$ cat src/lrsr_pkg.sv
package lrsr_pkg;

    localparam int MAX_STATES     = 16;
    localparam int MAX_SYMBOLS    = 16;
    localparam int MAX_RULES      = 16;
    localparam int STACK_DEPTH    = 16;
    localparam int MAX_REDUCTIONS = 31;

    localparam int STATE_W = 4;
    localparam int SYM_W   = 4;
    localparam int RULE_W  = 4;
    localparam int SP_W    = 5;
    localparam int CNT_W   = 5;
    localparam int ADDR_W  = STATE_W + SYM_W;

    localparam logic [SP_W-1:0]  SP_FULL   = SP_W'(STACK_DEPTH);
    localparam logic [CNT_W-1:0] RED_LIMIT = CNT_W'(MAX_REDUCTIONS);

    typedef enum logic [1:0] {
        OP_WR_ACTION = 2'd0,
        OP_WR_RULE   = 2'd1,
        OP_START     = 2'd2,
        OP_TOKEN     = 2'd3
    } op_t;

    typedef enum logic [1:0] {
        ACT_ERROR  = 2'd0,
        ACT_SHIFT  = 2'd1,
        ACT_REDUCE = 2'd2,
        ACT_ACCEPT = 2'd3
    } act_kind_t;

    typedef enum logic [2:0] {
        EV_REDUCE   = 3'd0,
        EV_SHIFT    = 3'd1,
        EV_ACCEPT   = 3'd2,
        EV_SYNTAX   = 3'd3,
        EV_UNKNOWN  = 3'd4,
        EV_OVERFLOW = 3'd5,
        EV_LIMIT    = 3'd6,
        EV_ACK      = 3'd7
    } event_t;

    typedef enum logic [1:0] {
        ST_RUNNING  = 2'd0,
        ST_ACCEPTED = 2'd1,
        ST_FAILED   = 2'd2
    } status_t;

    typedef enum logic [2:0] {
        B_IDLE,
        B_LOOK,
        B_ACT,
        B_SRD,
        B_GRD,
        B_GWAIT,
        B_GOTO
    } back_state_t;

    typedef struct packed {
        op_t              op;
        logic [STATE_W-1:0] state_sel;
        logic [SYM_W-1:0] symbol;
        act_kind_t        action_kind;
        logic [3:0]       action_target;
        logic [RULE_W-1:0] rule_sel;
        logic [SYM_W-1:0] rule_lhs;
        logic [3:0]       rule_length;
    } item_t;

    typedef struct packed {
        event_t            event_res;
        logic [RULE_W-1:0] rule_used;
        logic [STATE_W-1:0] top_state;
        logic [SP_W-1:0]   stack_depth;
        logic              last;
    } result_t;

endpackage

$ cat src/lrsr_front.sv
module lrsr_front (
    input  logic                 clk,
    input  logic                 rst_n,
    input  logic                 s_tvalid,
    output logic                 s_tready,
    input  logic [31:0]          s_tdata,
    input  logic [1:0]           s_tuser,
    output logic                 item_valid,
    output lrsr_pkg::item_t      item,
    input  logic                 item_pop
);

    lrsr_pkg::item_t q_reg [2];
    logic            wr_ptr_reg, wr_ptr_next;
    logic            rd_ptr_reg, rd_ptr_next;
    logic [1:0]      cnt_reg, cnt_next;
    lrsr_pkg::item_t in_item;
    logic            push;

    // classify the incoming transfer
    always_comb
    begin
        in_item.op            = lrsr_pkg::op_t'(s_tuser);
        in_item.state_sel     = s_tdata[3:0];
        in_item.symbol        = s_tdata[7:4];
        in_item.action_kind   = lrsr_pkg::act_kind_t'(s_tdata[9:8]);
        in_item.action_target = s_tdata[13:10];
        in_item.rule_sel      = s_tdata[17:14];
        in_item.rule_lhs      = s_tdata[21:18];
        in_item.rule_length   = s_tdata[25:22];
    end

    assign s_tready   = (cnt_reg != 2'd2);
    assign push       = s_tvalid && s_tready;
    assign item_valid = (cnt_reg != 2'd0);
    assign item       = q_reg[rd_ptr_reg];

    always_comb
    begin
        wr_ptr_next = push ? ~wr_ptr_reg : wr_ptr_reg;
        rd_ptr_next = item_pop ? ~rd_ptr_reg : rd_ptr_reg;
        cnt_next    = cnt_reg + 2'(push) - 2'(item_pop);
    end

    always_ff @(posedge clk)
    begin
        if (push)
        begin
            q_reg[wr_ptr_reg] <= in_item;
        end
    end

    always_ff @(posedge clk or negedge rst_n)
    begin
        if (!rst_n)
        begin
            wr_ptr_reg <= 1'b0;
            rd_ptr_reg <= 1'b0;
            cnt_reg    <= 2'd0;
        end
        else
        begin
            wr_ptr_reg <= wr_ptr_next;
            rd_ptr_reg <= rd_ptr_next;
            cnt_reg    <= cnt_next;
        end
    end

endmodule

$ cat src/lrsr_back.sv
module lrsr_back (
    input  logic                 clk,
    input  logic                 rst_n,
    input  logic                 item_valid,
    input  lrsr_pkg::item_t      item,
    output logic                 item_pop,
    input  logic [4:0]           symbol_count,
    input  logic [4:0]           rule_count,
    output logic                 res_valid,
    output lrsr_pkg::result_t    res,
    input  logic                 res_ready
);

    localparam int AW = lrsr_pkg::ADDR_W;
    localparam int SW = lrsr_pkg::SP_W;

    // action table: memory plus reset-cleared valid bits
    logic [5:0]  act_mem [lrsr_pkg::MAX_STATES*lrsr_pkg::MAX_SYMBOLS];
    logic        act_vld_reg [lrsr_pkg::MAX_STATES*lrsr_pkg::MAX_SYMBOLS];
    logic [5:0]  act_q_reg;
    logic        act_vq_reg;
    logic        act_we;
    logic [AW-1:0] act_waddr;
    logic [5:0]  act_wdata;

    logic [7:0]  rule_mem [lrsr_pkg::MAX_RULES];
    logic        rule_we;

    logic [3:0]  stk_mem [lrsr_pkg::STACK_DEPTH+1];
    logic [3:0]  stk_q_reg;
    logic        stk_we;
    logic [SW-1:0] stk_waddr;
    logic [3:0]  stk_wdata;

    lrsr_pkg::back_state_t state_reg, state_next;
    lrsr_pkg::status_t     status_reg, status_next;
    logic [SW-1:0] sp_reg, sp_next;
    logic [3:0]    top_reg, top_next;
    logic [4:0]    red_reg, red_next;
    logic [3:0]    sym_reg, sym_next;
    logic [3:0]    rt_reg, rt_next;
    logic [3:0]    rl_reg, rl_next;
    logic [SW-1:0] nsp_reg, nsp_next;
    logic [AW-1:0] addr_reg, addr_next;
    logic [SW-1:0] saddr_reg, saddr_next;

    logic                 out_valid_reg;
    lrsr_pkg::result_t    out_reg;
    logic                 can_emit;
    logic                 emit;
    lrsr_pkg::event_t     emit_ev;
    logic [3:0]           emit_rule;
    logic                 emit_last;

    lrsr_pkg::act_kind_t  kind;
    logic [3:0]           tgt;
    logic [3:0]           rlhs, rlen;
    logic [3:0]           base;

    assign can_emit  = !out_valid_reg || res_ready;
    assign res_valid = out_valid_reg;
    assign res       = out_reg;

    assign kind = act_vq_reg ? lrsr_pkg::act_kind_t'(act_q_reg[5:4]) : lrsr_pkg::ACT_ERROR;
    assign tgt  = act_q_reg[3:0];
    assign rlhs = rule_mem[tgt][7:4];
    assign rlen = rule_mem[tgt][3:0];
    // base entry of the stack is always state 0
    assign base = (nsp_reg == '0) ? 4'd0 : stk_q_reg;

    always_comb
    begin
        state_next = state_reg;
        unique case (state_reg)
            lrsr_pkg::B_IDLE:
            begin
                if (item_valid && can_emit && item.op == lrsr_pkg::OP_TOKEN
                    && status_reg == lrsr_pkg::ST_RUNNING
                    && {1'b0, item.symbol} < symbol_count)
                begin
                    state_next = lrsr_pkg::B_LOOK;
                end
            end
            lrsr_pkg::B_LOOK:  state_next = lrsr_pkg::B_ACT;
            lrsr_pkg::B_ACT:
            begin
                if (can_emit)
                begin
                    if (kind == lrsr_pkg::ACT_REDUCE && {1'b0, tgt} < rule_count
                        && red_reg != lrsr_pkg::RED_LIMIT
                        && SW'(rlen) <= sp_reg && {1'b0, rlhs} < symbol_count)
                    begin
                        state_next = lrsr_pkg::B_SRD;
                    end
                    else
                    begin
                        state_next = lrsr_pkg::B_IDLE;
                    end
                end
            end
            lrsr_pkg::B_SRD:   state_next = lrsr_pkg::B_GRD;
            lrsr_pkg::B_GRD:   state_next = lrsr_pkg::B_GWAIT;
            lrsr_pkg::B_GWAIT: state_next = lrsr_pkg::B_GOTO;
            lrsr_pkg::B_GOTO:
            begin
                if (can_emit)
                begin
                    if (kind == lrsr_pkg::ACT_SHIFT && nsp_reg != lrsr_pkg::SP_FULL)
                    begin
                        state_next = lrsr_pkg::B_LOOK;
                    end
                    else
                    begin
                        state_next = lrsr_pkg::B_IDLE;
                    end
                end
            end
            default:           state_next = lrsr_pkg::B_IDLE;
        endcase
    end

    always_comb
    begin
        status_next = status_reg;
        sp_next     = sp_reg;
        top_next    = top_reg;
        red_next    = red_reg;
        sym_next    = sym_reg;
        rt_next     = rt_reg;
        rl_next     = rl_reg;
        nsp_next    = nsp_reg;
        addr_next   = addr_reg;
        saddr_next  = saddr_reg;
        item_pop    = 1'b0;
        act_we      = 1'b0;
        act_waddr   = {item.state_sel, item.symbol};
        act_wdata   = {item.action_kind, item.action_target};
        rule_we     = 1'b0;
        stk_we      = 1'b0;
        stk_waddr   = sp_reg + SW'(1);
        stk_wdata   = tgt;
        emit        = 1'b0;
        emit_ev     = lrsr_pkg::EV_ACK;
        emit_rule   = 4'd0;
        emit_last   = 1'b1;
        unique case (state_reg)
            lrsr_pkg::B_IDLE:
            begin
                if (item_valid && can_emit)
                begin
                    item_pop = 1'b1;
                    emit     = 1'b1;
                    unique case (item.op)
                        lrsr_pkg::OP_WR_ACTION: act_we = 1'b1;
                        lrsr_pkg::OP_WR_RULE:   rule_we = 1'b1;
                        lrsr_pkg::OP_START:
                        begin
                            sp_next     = '0;
                            top_next    = 4'd0;
                            status_next = lrsr_pkg::ST_RUNNING;
                        end
                        default:
                        begin
                            if (status_reg != lrsr_pkg::ST_RUNNING)
                            begin
                                emit_ev = lrsr_pkg::EV_SYNTAX;
                            end
                            else if ({1'b0, item.symbol} >= symbol_count)
                            begin
                                emit_ev     = lrsr_pkg::EV_UNKNOWN;
                                status_next = lrsr_pkg::ST_FAILED;
                            end
                            else
                            begin
                                emit      = 1'b0;
                                sym_next  = item.symbol;
                                red_next  = '0;
                                addr_next = {top_reg, item.symbol};
                            end
                        end
                    endcase
                end
            end
            lrsr_pkg::B_ACT:
            begin
                if (can_emit)
                begin
                    emit        = 1'b1;
                    status_next = lrsr_pkg::ST_FAILED;
                    unique case (kind)
                        lrsr_pkg::ACT_SHIFT:
                        begin
                            if (sp_reg == lrsr_pkg::SP_FULL)
                            begin
                                emit_ev = lrsr_pkg::EV_OVERFLOW;
                            end
                            else
                            begin
                                emit_ev     = lrsr_pkg::EV_SHIFT;
                                status_next = status_reg;
                                stk_we      = 1'b1;
                                sp_next     = sp_reg + SW'(1);
                                top_next    = tgt;
                            end
                        end
                        lrsr_pkg::ACT_ACCEPT:
                        begin
                            emit_ev     = lrsr_pkg::EV_ACCEPT;
                            status_next = lrsr_pkg::ST_ACCEPTED;
                        end
                        lrsr_pkg::ACT_REDUCE:
                        begin
                            if ({1'b0, tgt} >= rule_count)
                            begin
                                emit_ev = lrsr_pkg::EV_SYNTAX;
                            end
                            else if (red_reg == lrsr_pkg::RED_LIMIT)
                            begin
                                emit_ev = lrsr_pkg::EV_LIMIT;
                            end
                            else if (SW'(rlen) > sp_reg)
                            begin
                                emit_ev = lrsr_pkg::EV_LIMIT;
                            end
                            else if ({1'b0, rlhs} >= symbol_count)
                            begin
                                emit_ev = lrsr_pkg::EV_UNKNOWN;
                            end
                            else
                            begin
                                // start the goto lookup; nothing to report yet
                                emit        = 1'b0;
                                status_next = status_reg;
                                rt_next     = tgt;
                                rl_next     = rlhs;
                                nsp_next    = sp_reg - SW'(rlen);
                                saddr_next  = sp_reg - SW'(rlen);
                            end
                        end
                        default: emit_ev = lrsr_pkg::EV_SYNTAX;
                    endcase
                end
            end
            lrsr_pkg::B_GRD:
            begin
                addr_next = {base, rl_reg};
            end
            lrsr_pkg::B_GOTO:
            begin
                if (can_emit)
                begin
                    emit        = 1'b1;
                    status_next = lrsr_pkg::ST_FAILED;
                    if (kind != lrsr_pkg::ACT_SHIFT)
                    begin
                        emit_ev = lrsr_pkg::EV_SYNTAX;
                    end
                    else if (nsp_reg == lrsr_pkg::SP_FULL)
                    begin
                        emit_ev = lrsr_pkg::EV_OVERFLOW;
                    end
                    else
                    begin
                        emit_ev     = lrsr_pkg::EV_REDUCE;
                        emit_rule   = rt_reg;
                        emit_last   = 1'b0;
                        status_next = status_reg;
                        stk_we      = 1'b1;
                        stk_waddr   = nsp_reg + SW'(1);
                        sp_next     = nsp_reg + SW'(1);
                        top_next    = tgt;
                        red_next    = red_reg + 5'd1;
                        addr_next   = {tgt, sym_reg};
                    end
                end
            end
            default:
            begin
            end
        endcase
    end

    always_ff @(posedge clk)
    begin
        if (act_we)
        begin
            act_mem[act_waddr] <= act_wdata;
        end
        act_q_reg <= act_mem[addr_reg];
        act_vq_reg <= act_vld_reg[addr_reg];
        if (rule_we)
        begin
            rule_mem[item.rule_sel] <= {item.rule_lhs, item.rule_length};
        end
        if (stk_we)
        begin
            stk_mem[stk_waddr] <= stk_wdata;
        end
        stk_q_reg <= stk_mem[saddr_reg];
        if (emit)
        begin
            out_reg.event_res   <= emit_ev;
            out_reg.rule_used   <= emit_rule;
            out_reg.top_state   <= top_next;
            out_reg.stack_depth <= sp_next;
            out_reg.last        <= emit_last;
        end
        sym_reg   <= sym_next;
        rt_reg    <= rt_next;
        rl_reg    <= rl_next;
        nsp_reg   <= nsp_next;
        saddr_reg <= saddr_next;
    end

    always_ff @(posedge clk or negedge rst_n)
    begin
        if (!rst_n)
        begin
            for (int i = 0; i < lrsr_pkg::MAX_STATES*lrsr_pkg::MAX_SYMBOLS; i++)
            begin
                act_vld_reg[i] <= 1'b0;
            end
            state_reg     <= lrsr_pkg::B_IDLE;
            status_reg    <= lrsr_pkg::ST_RUNNING;
            sp_reg        <= '0;
            top_reg       <= 4'd0;
            red_reg       <= '0;
            addr_reg      <= '0;
            out_valid_reg <= 1'b0;
        end
        else
        begin
            if (act_we)
            begin
                act_vld_reg[act_waddr] <= 1'b1;
            end
            state_reg  <= state_next;
            status_reg <= status_next;
            sp_reg     <= sp_next;
            top_reg    <= top_next;
            red_reg    <= red_next;
            addr_reg   <= addr_next;
            if (emit)
            begin
                out_valid_reg <= 1'b1;
            end
            else if (res_ready)
            begin
                out_valid_reg <= 1'b0;
            end
        end
    end

endmodule

$ cat src/lr_shift_reduce_parser_core.sv
// Channel | Dir | Signals                    | Content
// s_*     | in  | tvalid tready tdata tuser   | load, start and token items
// m_*     | out | tvalid tready tdata tuser   | parser events, tlast on final
// apb     | in  | psel penable pwrite paddr  | symbol_count @0, rule_count @4
//
// A load or start item is handled directly in the idle state; a token passes
// through the registered action-table read, and each reduction adds the
// stack read and the action-table read that feed the goto lookup.
// Reset clears the action-table valid bits at once; no clearing pass.
// A two-entry queue decouples input from the engine; the output register
// holds a result until it is taken, and the engine waits while it is held.
module lr_shift_reduce_parser_core (
    input  logic        clk,
    input  logic        rst_n,
    input  logic        s_tvalid,
    output logic        s_tready,
    // state_sel[3:0] symbol[7:4] action_kind[9:8] action_target[13:10]
    // rule_sel[17:14] rule_lhs[21:18] rule_length[25:22]
    input  logic [31:0] s_tdata,
    // opcode[1:0]
    input  logic [1:0]  s_tuser,
    output logic        m_tvalid,
    input  logic        m_tready,
    // rule_used[3:0] top_state[7:4] stack_depth[12:8]
    output logic [15:0] m_tdata,
    // event_res[2:0]
    output logic [2:0]  m_tuser,
    output logic        m_tlast,
    input  logic        psel,
    input  logic        penable,
    input  logic        pwrite,
    input  logic [2:0]  paddr,
    input  logic [31:0] pwdata,
    output logic [31:0] prdata,
    output logic        pready
);

    localparam logic [2:0] ADDR_SYMBOL_COUNT = 3'd0;
    localparam logic [2:0] ADDR_RULE_COUNT   = 3'd4;

    logic [4:0]          symbol_count_reg;
    logic [4:0]          rule_count_reg;
    logic                cfg_wr;
    logic                item_valid;
    logic                item_pop;
    lrsr_pkg::item_t     item;
    lrsr_pkg::result_t   res;

    assign pready = 1'b1;
    assign cfg_wr = psel && penable && pwrite && pready;

    always_comb
    begin
        unique case (paddr)
            ADDR_SYMBOL_COUNT: prdata = {27'd0, symbol_count_reg};
            ADDR_RULE_COUNT:   prdata = {27'd0, rule_count_reg};
            default:           prdata = 32'd0;
        endcase
    end

    always_ff @(posedge clk or negedge rst_n)
    begin
        if (!rst_n)
        begin
            symbol_count_reg <= 5'd9;
            rule_count_reg   <= 5'd6;
        end
        else if (cfg_wr)
        begin
            if (paddr == ADDR_SYMBOL_COUNT)
            begin
                symbol_count_reg <= pwdata[4:0];
            end
            else if (paddr == ADDR_RULE_COUNT)
            begin
                rule_count_reg <= pwdata[4:0];
            end
        end
    end

    lrsr_front u_front (
        .clk        (clk),
        .rst_n      (rst_n),
        .s_tvalid   (s_tvalid),
        .s_tready   (s_tready),
        .s_tdata    (s_tdata),
        .s_tuser    (s_tuser),
        .item_valid (item_valid),
        .item       (item),
        .item_pop   (item_pop)
    );

    lrsr_back u_back (
        .clk          (clk),
        .rst_n        (rst_n),
        .item_valid   (item_valid),
        .item         (item),
        .item_pop     (item_pop),
        .symbol_count (symbol_count_reg),
        .rule_count   (rule_count_reg),
        .res_valid    (m_tvalid),
        .res          (res),
        .res_ready    (m_tready)
    );

    assign m_tdata = {3'd0, res.stack_depth, res.top_state, res.rule_used};
    assign m_tuser = res.event_res;
    assign m_tlast = res.last;

    a_depth_range: assert property (@(posedge clk) disable iff (!rst_n)
        m_tvalid |-> res.stack_depth <= lrsr_pkg::SP_FULL)
        else $error("stack depth beyond capacity");

    a_reduce_not_last: assert property (@(posedge clk) disable iff (!rst_n)
        m_tvalid && res.event_res == lrsr_pkg::EV_REDUCE |-> !res.last)
        else $error("reduce result marked last");

    a_rule_zero: assert property (@(posedge clk) disable iff (!rst_n)
        m_tvalid && res.event_res != lrsr_pkg::EV_REDUCE |-> res.rule_used == 4'd0)
        else $error("rule index on a non-reduce result");

    a_pop_needs_item: assert property (@(posedge clk) disable iff (!rst_n)
        item_pop |-> item_valid)
        else $error("queue popped while empty");

endmodule
$ cat config.mk
export PLATFORM = sky130hd
export DESIGN_NAME = lr_shift_reduce_parser_core
export DESIGN_NICKNAME = d
export VERILOG_FILES = /design/src/lrsr_pkg.sv /design/src/lrsr_front.sv /design/src/lrsr_back.sv /design/src/lr_shift_reduce_parser_core.sv
export SDC_FILE = /design/constraint.sdc
export NUM_CORES = 2
export LEC_CHECK = 0
export BUFFER_PORTS_ARGS = -buffer_cell sky130_fd_sc_hd__buf_2
export CAP_MARGIN = 10
export CORE_MARGIN = 4
export CORE_UTILIZATION = 63
export DETAILED_ROUTE_END_ITERATION = 12
export PLACE_DENSITY_LB_ADDON = 0.3
export RECOVER_POWER = 100
export SLEW_MARGIN = 20
export SYNTH_ARGS = -nofsm -noshare
export SYNTH_HDL_FRONTEND = slang
export SYNTH_SLANG_ARGS = --single-unit
$ cat constraint.sdc
create_clock -name clk -period 6.23 [get_ports clk]
set_input_delay 0.3115 -clock clk [delete_from_list [all_inputs] [get_ports clk]]
set_output_delay 0.3115 -clock clk [all_outputs]
set_load 0.01 [all_outputs]
### Word level (Yosys, flattened, before mapping)

Memory sizes are Yosys's and may differ from the RTL's. A register that Yosys moved wholly into a read port is not among the register bits.
Cells that the tools add are included.

| storage, ports and cells | value |
|---|---|
| input bits | 76 |
| logic and storage cells | 507 |
| RAM bits | 1788 |
| memories | 4 |
| output and inout port bits | 55 |
| register bits | 333 |

| cells by class | value |
|---|---|
| mux-type cells | 120 |
| reductions and logical operators | 38 |
| bitwise operators | 15 |
| order comparisons | 11 |
| equal/unequal tests | 35 |
| add/sub/neg operators | 6 |

Memories:

| name | depth | width | rd ports | clocked after Yosys merged registers in | write ports | RTL line | RTL |
|---|---|---|---|---|---|---|---|
| u_back.act_mem | 256 | 6 | 1 | 1 | 1 | lrsr_back.sv:18 | `logic [5:0] act_mem [lrsr_pkg::MAX_STATES*lrsr_pkg::MAX_SYMBOLS];` |
| u_back.rule_mem | 16 | 8 | 1 | 0 | 1 | lrsr_back.sv:26 | `logic [7:0] rule_mem [lrsr_pkg::MAX_RULES];` |
| u_back.stk_mem | 17 | 4 | 1 | 1 | 1 | lrsr_back.sv:29 | `logic [3:0] stk_mem [lrsr_pkg::STACK_DEPTH+1];` |
| u_front.q_reg | 2 | 28 | 1 | 0 | 1 | lrsr_front.sv:13 | `lrsr_pkg::item_t q_reg [2];` |

Operators with widths:

| kind | count |
|---|---|
| $or 256x256->256 | 1 |
| $mux 5 | 19 |
| $mux 8 | 7 |
| $mux 3 | 14 |
| $mux 1 | 40 |
| $mux 4 | 9 |
| $mux 2 | 16 |
| $pmux 8 s3 | 1 |
| $pmux 3 s7 | 1 |
| $pmux 5 s2 | 2 |
| $ge 9x9->1 const B | 2 |
| $not 8->9 | 2 |
| $pmux 3 s3 | 2 |
| $reduce_and 8->1 | 2 |
| $add 5x1->5 const B | 3 |
| $eq 5x5->1 const B | 3 |
| $ge 4x5->1 | 3 |
| $lt 4x5->1 | 3 |
| $pmux 5 s3 | 1 |
| $ne 2x2->1 const B | 7 |
| $logic_and 1x1->1 | 13 |
| $eq 3x3->1 const B | 4 |
| $not 1->1 | 12 |
| $pmux 2 s3 | 2 |
| other kinds (36) | 56 |

### Longest topological paths before layout

An unclocked memory read counts as a cell.

| logic depth | value |
|---|---|
| depth after elaboration | 10 |
| depth in mapped cells | 13 |
| depth with buffers taken out | 11 |

### Hierarchy

A second synthesis with hierarchy kept.

| second synthesis, totals | value |
|---|---|
| cell total of the unflattened synthesis | 4511 |
| area, all modules | 84753.8 um2 |

By module, submodules not included:

| module | cells each | sequential area each (um2) | area an instance (um2) | instances |
|---|---|---|---|---|
| lrsr_back | 4335 | 60357.9 | 81783.4 | 1 |
| lrsr_front | 104 | 1781.7 | 2213.4 | 1 |
| lr_shift_reduce_parser_core | 72 | 255.2 | 757.0 | 1 |

### Worst setup path before layout

Ideal clock, no wire load.

| timing path | value |
|---|---|
| path type | register to register |
| from | register u_back.act_q_reg[0] (read register of u_back.act_mem) |
| to | register u_back.out_reg (netlist bit u_back.res[0]), enable pin |
| required time | 5.811 ns |
| slack | 1.006 ns |
| arrival | 4.805 ns |
| buffers on the path | 2 |
| stages on the path, launching flop included | 13 |
| path through | dfxtp_1 > clkbuf_1 > buf_1 > mux4_2 > mux4_2 > ha_1 > nor2b_1 > o21ai_0 > nand3b_1 > a21oi_1 > o21a_1 > and2_1 > o32ai_1 |

| between the ends | value |
|---|---|
| longest elaborated chain between the ends | 9 |

Ends and longest elaborated chain:

| item | RTL line | RTL |
|---|---|---|
| start: declaration | lrsr_back.sv:20 | `logic [5:0] act_q_reg;` |
| $mem_v2 16x8 | -- |  |
| named net u_back.rlhs[1] | lrsr_back.sv:57 | `logic [3:0] rlhs, rlen;` |
| $ge 4x5->1 | lrsr_back.sv:225 | `else if ({1'b0, rlhs} >= symbol_count)` |
| $mux 1 | lrsr_back.sv:225 |  |
| $mux 1 | lrsr_back.sv:221 | `else if (SW'(rlen) > sp_reg)` |
| $mux 1 | lrsr_back.sv:217 | `else if (red_reg == lrsr_pkg::RED_LIMIT)` |
| $mux 1 | lrsr_back.sv:213 | `if ({1'b0, tgt} >= rule_count)` |
| $mux 1 | lrsr_back.sv:190 | `unique case (kind)` |
| $mux 1 | lrsr_back.sv:186 | `if (can_emit)` |
| $pmux 1 s3 | lrsr_back.sv:146 | `unique case (state_reg)` |
| named net u_back.emit | lrsr_back.sv:50 | `logic emit;` |
| end: declaration | lrsr_back.sv:48 | `lrsr_pkg::result_t out_reg;` |

The timed path passes the listed nets, and every way through them passes these cells.
A chain may end at the register's enable or synchronous reset.

### Worst setup path in the final report

| timing path | value |
|---|---|
| from | register u_back.state_reg[1] |
| to | memory u_back.act_mem[133][2], enable pin |

| between the ends | value |
|---|---|
| longest elaborated chain between the ends | 4 |

Ends and longest elaborated chain:

| item | RTL line | RTL |
|---|---|---|
| start: declaration | lrsr_back.sv:35 | `lrsr_pkg::back_state_t state_reg, state_next;` |
| start signal: assignment | lrsr_back.sv:323 | `state_reg <= lrsr_pkg::B_IDLE;` |
| start signal: assignment | lrsr_back.sv:337 | `state_reg <= state_next;` |
| $logic_not 3->1 | lrsr_back.sv:146 |  |
| $mux 1 | lrsr_back.sv:146 |  |
| $mux 1 | lrsr_back.sv:285 | `if (act_we)` |
| $mux 1 (not written as such) | lrsr_back.sv:287 | `act_mem[act_waddr] <= act_wdata;` |
| end: declaration | lrsr_back.sv:18 |  |

Every way passes these cells.

==> out/qor.yml <==
outcome:
  status: "complete, but fails checks"
  violations: "max-capacitance violations, max-slew violations"
power_and_ir_drop:
  internal_power_mw: 28.8
  power_switching_mw: 13.4
  clkPwrFrac_pct: 29.6
  powerDensity_nw_per_um2: 450
  pwr-share-comb_pct: 27.3
  ir_worst_vdd_mv: 0.386
  seq_power_share_pct: 43.1
  p_leak_nw: 31.4
  p_sw_share_pct: 31.7
final_layout:
  largest_reg_flops: 1536
  final_area_um2: 93700
  final_util_pct: 70.1
  multiInputGateArea_um2: 20700
  syn2layout_area_growth_pct: 10.5
  drive_gt1_share_pct: 18.1
  seq_area_um2: 62400
  fill_cells: 7963
  nets: 4828
global_route:
  antenna_found_initial: 4
  grt_pass1_wl_mm: 304
  grt_pass1_vias: 45400
  track_usage_pct: 29.3
  grt_start_max_net_pins: 166
  grt-ovfl-total: 0
floorplan:
  die_height_um: 375
  dieArea_um2: 141000
  initial_core_util_pct: 63.5
  placement_rows: 134
  num_io_pins: 131
  coreArea_um2: 134000
  die_w_um: 375
place:
  place_area_um2: 86800
  port_buffers: 66
  hpwl_mm: 118
  gp_congestion: 0.881
critical_path:
  crit_required_ns: 6.67
  end_kind: "flip-flop"
  cp.arrival_ns: 5.79
  critPathKind: "reg2reg"
  startpoint_type: "flip-flop"
  path_max_fanout: 23
timing:
  drv_slew: 473
  setup_violations: 0
  rsz0062_at_grt: "false"
  slew_headroom_pct: -176
  final.period_utilization_pct: 85.9
  tightestPinTransition_ns: 4.13
  finClkSkew_ns: 0.0281
  finalHoldViolCount: 0
  fmax_mhz: 187
  min_period_ns: 5.35
  setup_tns_ns: 0
synthesis:
  synth-xor-area-share_pct: 0.145
  synth_compound_area_share_pct: 6.34
  synth_top_family_by_area: "multiplexers"
  ys_ff_latch: 2131
  synthCells: 4634
  syn_area_per_cell_um2: 18.3
  synth-edff-count: 1822
  synth_simple_gate_area_share_pct: 3.47
  synth_top_area_cell: "edfxtp_1"
  synthMuxAreaShare_pct: 13.8
  synth-seq-area-share_pct: 73.6
  async_flop_share_pct: 14.0
  ys.flop_type: "edfxtp_1"
  yosysTopAreaCellShare_pct: 64.5
  synthAdderAreaFrac_pct: 0.378
  synth_warnings: 0
  synthDistinctLibCells: 75
  syn_area_um2: 84800
  synth_area_leaders: "edfxtp_1, mux4_2, dfrtp_1"
clocking:
  clkLatencyLatePin_ns: 0.83
  cts.path.max_buffers: 3
  cts_buffers: 203
  cts.clk_slew.worst_paths_ns: 0.06
  cts_tree: "built"
  root_buffer: "clkbuf_16"
  cts.sinks: 2131
  cts_htree_levels: 4
  ctsResizeCount: 0
routing:
  wl_per_cell_um: 30.5
  drt_iter0_drc: 6304
  ant_nets: 0
  drc: 0
  drt-total-wl_mm: 203
  vias: 45300
  firstDrtPassIters: 5
  via_per_inst: 6.79
hold_path:
  holdCritPathClass: "in2reg"
flow_run:
  drv_cap: 10
-- metal layers --
metal / vias to the layer above / share of wire [%] / global-route usage [%]
met3: 436 / 11 / 6.49
met4: 2 / 3.9 / 11.0
met2: 2800 / 48 / 45.9
met5: - / 0.0064 / 0
met1: 23400 / 38 / 41.5
li1: 18700 / - / -
-- through the flow --
| stage | total power, mW | hold WS (ns) | setup WS [ns] | std cells |
|---|---|---|---|---|
| 5_1_grt | 43.6 | 0.0448 | 0.665 | 6670 |
| 3_3_place_gp | 29.5 | 0.293 | 1.63 | 6254 |
| 4_1_cts | 42.2 | 0.00921 | 1.57 | 6670 |
| 6_report | 42.2 | 0.0649 | 0.878 | 6673 |
| 2_1_floorplan | 25.9 | 0.0159 | 1.01 | 4663 |
| 3_5_place_dp | 29.8 | 0.295 | 1.61 | 6254 |
-- repair_timing --
item | in CTS | in global routing
setup buffers | 0 | 0
endpoints found under the hold margin | 139 | 0
hold buffers | 36 | 0
setup endpoints to repair | 0 | 0
-- path summary, 6_finish.rpt --
check,slack [ns],startpoint,depth (start not counted),to
worst min register to register,0.47,u_back.act_vld_reg[122],1,u_back.act_vld_reg[122]
worst max register to register,0.88,u_back.state_reg[1],8,u_back.act_mem[133][2]
max in group asynchronous,2.08,rst_n,2,u_back.addr_reg[5]
worst min-delay path,0.06,penable,4,rule_count_reg[0]
min in group asynchronous,1.50,rst_n,2,symbol_count_reg[1]
worst max-delay path,0.88,u_back.state_reg[1],8,u_back.act_mem[133][2]
-- power groups by stage --
stage          logic, mW  registers, mW  clock network, mW
6_report            11.5           18.2               12.5
5_1_grt             12.2           18.2               13.2
4_1_cts             11.5           18.2               12.6
3_5_place_dp        11.4           18.4                  0
3_3_place_gp        11.1           18.4                  0
2_1_floorplan       7.82           18.1                  0
-- synthesized netlist by cell type, types with 5 or more instances --
cell / number
edfxtp_1: 1822
mux4_2: 397
nor2_1: 344
dfrtp_1: 294
o21bai_1: 256
mux2i_1: 206
nand2_1: 141
clkbuf_1: 127
a22oi_1: 109
buf_2: 102
a21oi_1: 79
o21ai_0: 71
buf_4: 64
mux2_2: 58
o22ai_1: 58
a211oi_1: 49
inv_1: 41
a221oi_1: 33
buf_1: 27
nor3_1: 25
ha_1: 24
nand4_1: 24
o211ai_1: 24
nand3_1: 22
nor2b_1: 21
buf_6: 18
nand3b_1: 17
a22o_1: 15
nand2b_1: 13
and2_1: 12
dfxtp_1: 11
xnor2_1: 11
o221ai_1: 9
o32ai_1: 8
or3_1: 7
and3_1: 6
a32oi_1: 5
o21a_1: 5
or2_2: 5
-- cell usage in the layout, fill, tap and decap left out, types with 10 or more instances in the layout --
cell type      count
ha_1              24
nand2_1          137
mux2_1            10
mux4_2           397
a211oi_1          49
clkinvlp_4        14
buf_2             17
clkbuf_1         103
nand4_1           24
a21oi_1           79
nand3b_1          17
edfxtp_1        1822
o211ai_1          24
clkbuf_8          20
conb_1            31
inv_1             42
o21ai_0           73
dfrtp_1          288
o22ai_1           58
nor3_1            29
dfxtp_1           11
nand3_1           23
o21bai_1         256
a22o_1            15
clkbuf_16        209
mux2_2            43
nor2b_1           16
buf_4             67
clkinv_2          33
nor2_1           343
a221oi_1          33
buf_12            13
xnor2_1           11
clkinv_1          23
dlygate4sd3_1     36
a22oi_1          109
mux2i_1          206
nand2b_1          13
bufinv_16         20
-- critical path, cell delays in order, from the launching register on --
cell and delay [ns]:
dfrtp_1 0.66, or3_1 0.58, or3_1 0.48, inv_1 0.16, nand3_1 0.33, nor3_1 0.54
nand2_1 0.54, clkbuf_2 0.88, nor2_1 0.77
-- kinds of logic after synthesis --
kind of cell	Yosys count
AOI/OAI and AO/OA	758
xor gates and xnor gates	14
adders and majority gates	25
buffers and inverters	380
DFF	2131
muxes	664
other	2
and+or+nand+nor	660
-- area by class of cell --
class,count,area share (%)
flip-flops and latches,2131,66.6
multi-input cells,2152,22.1
clock buffers,275,6.06
well taps,1768,2.36
repair buffers,197,1.56
clock inverters,105,1.18
inverters,42,0.168
diodes,3,0.00801
Note: power is estimated with default switching activity, not from simulation.
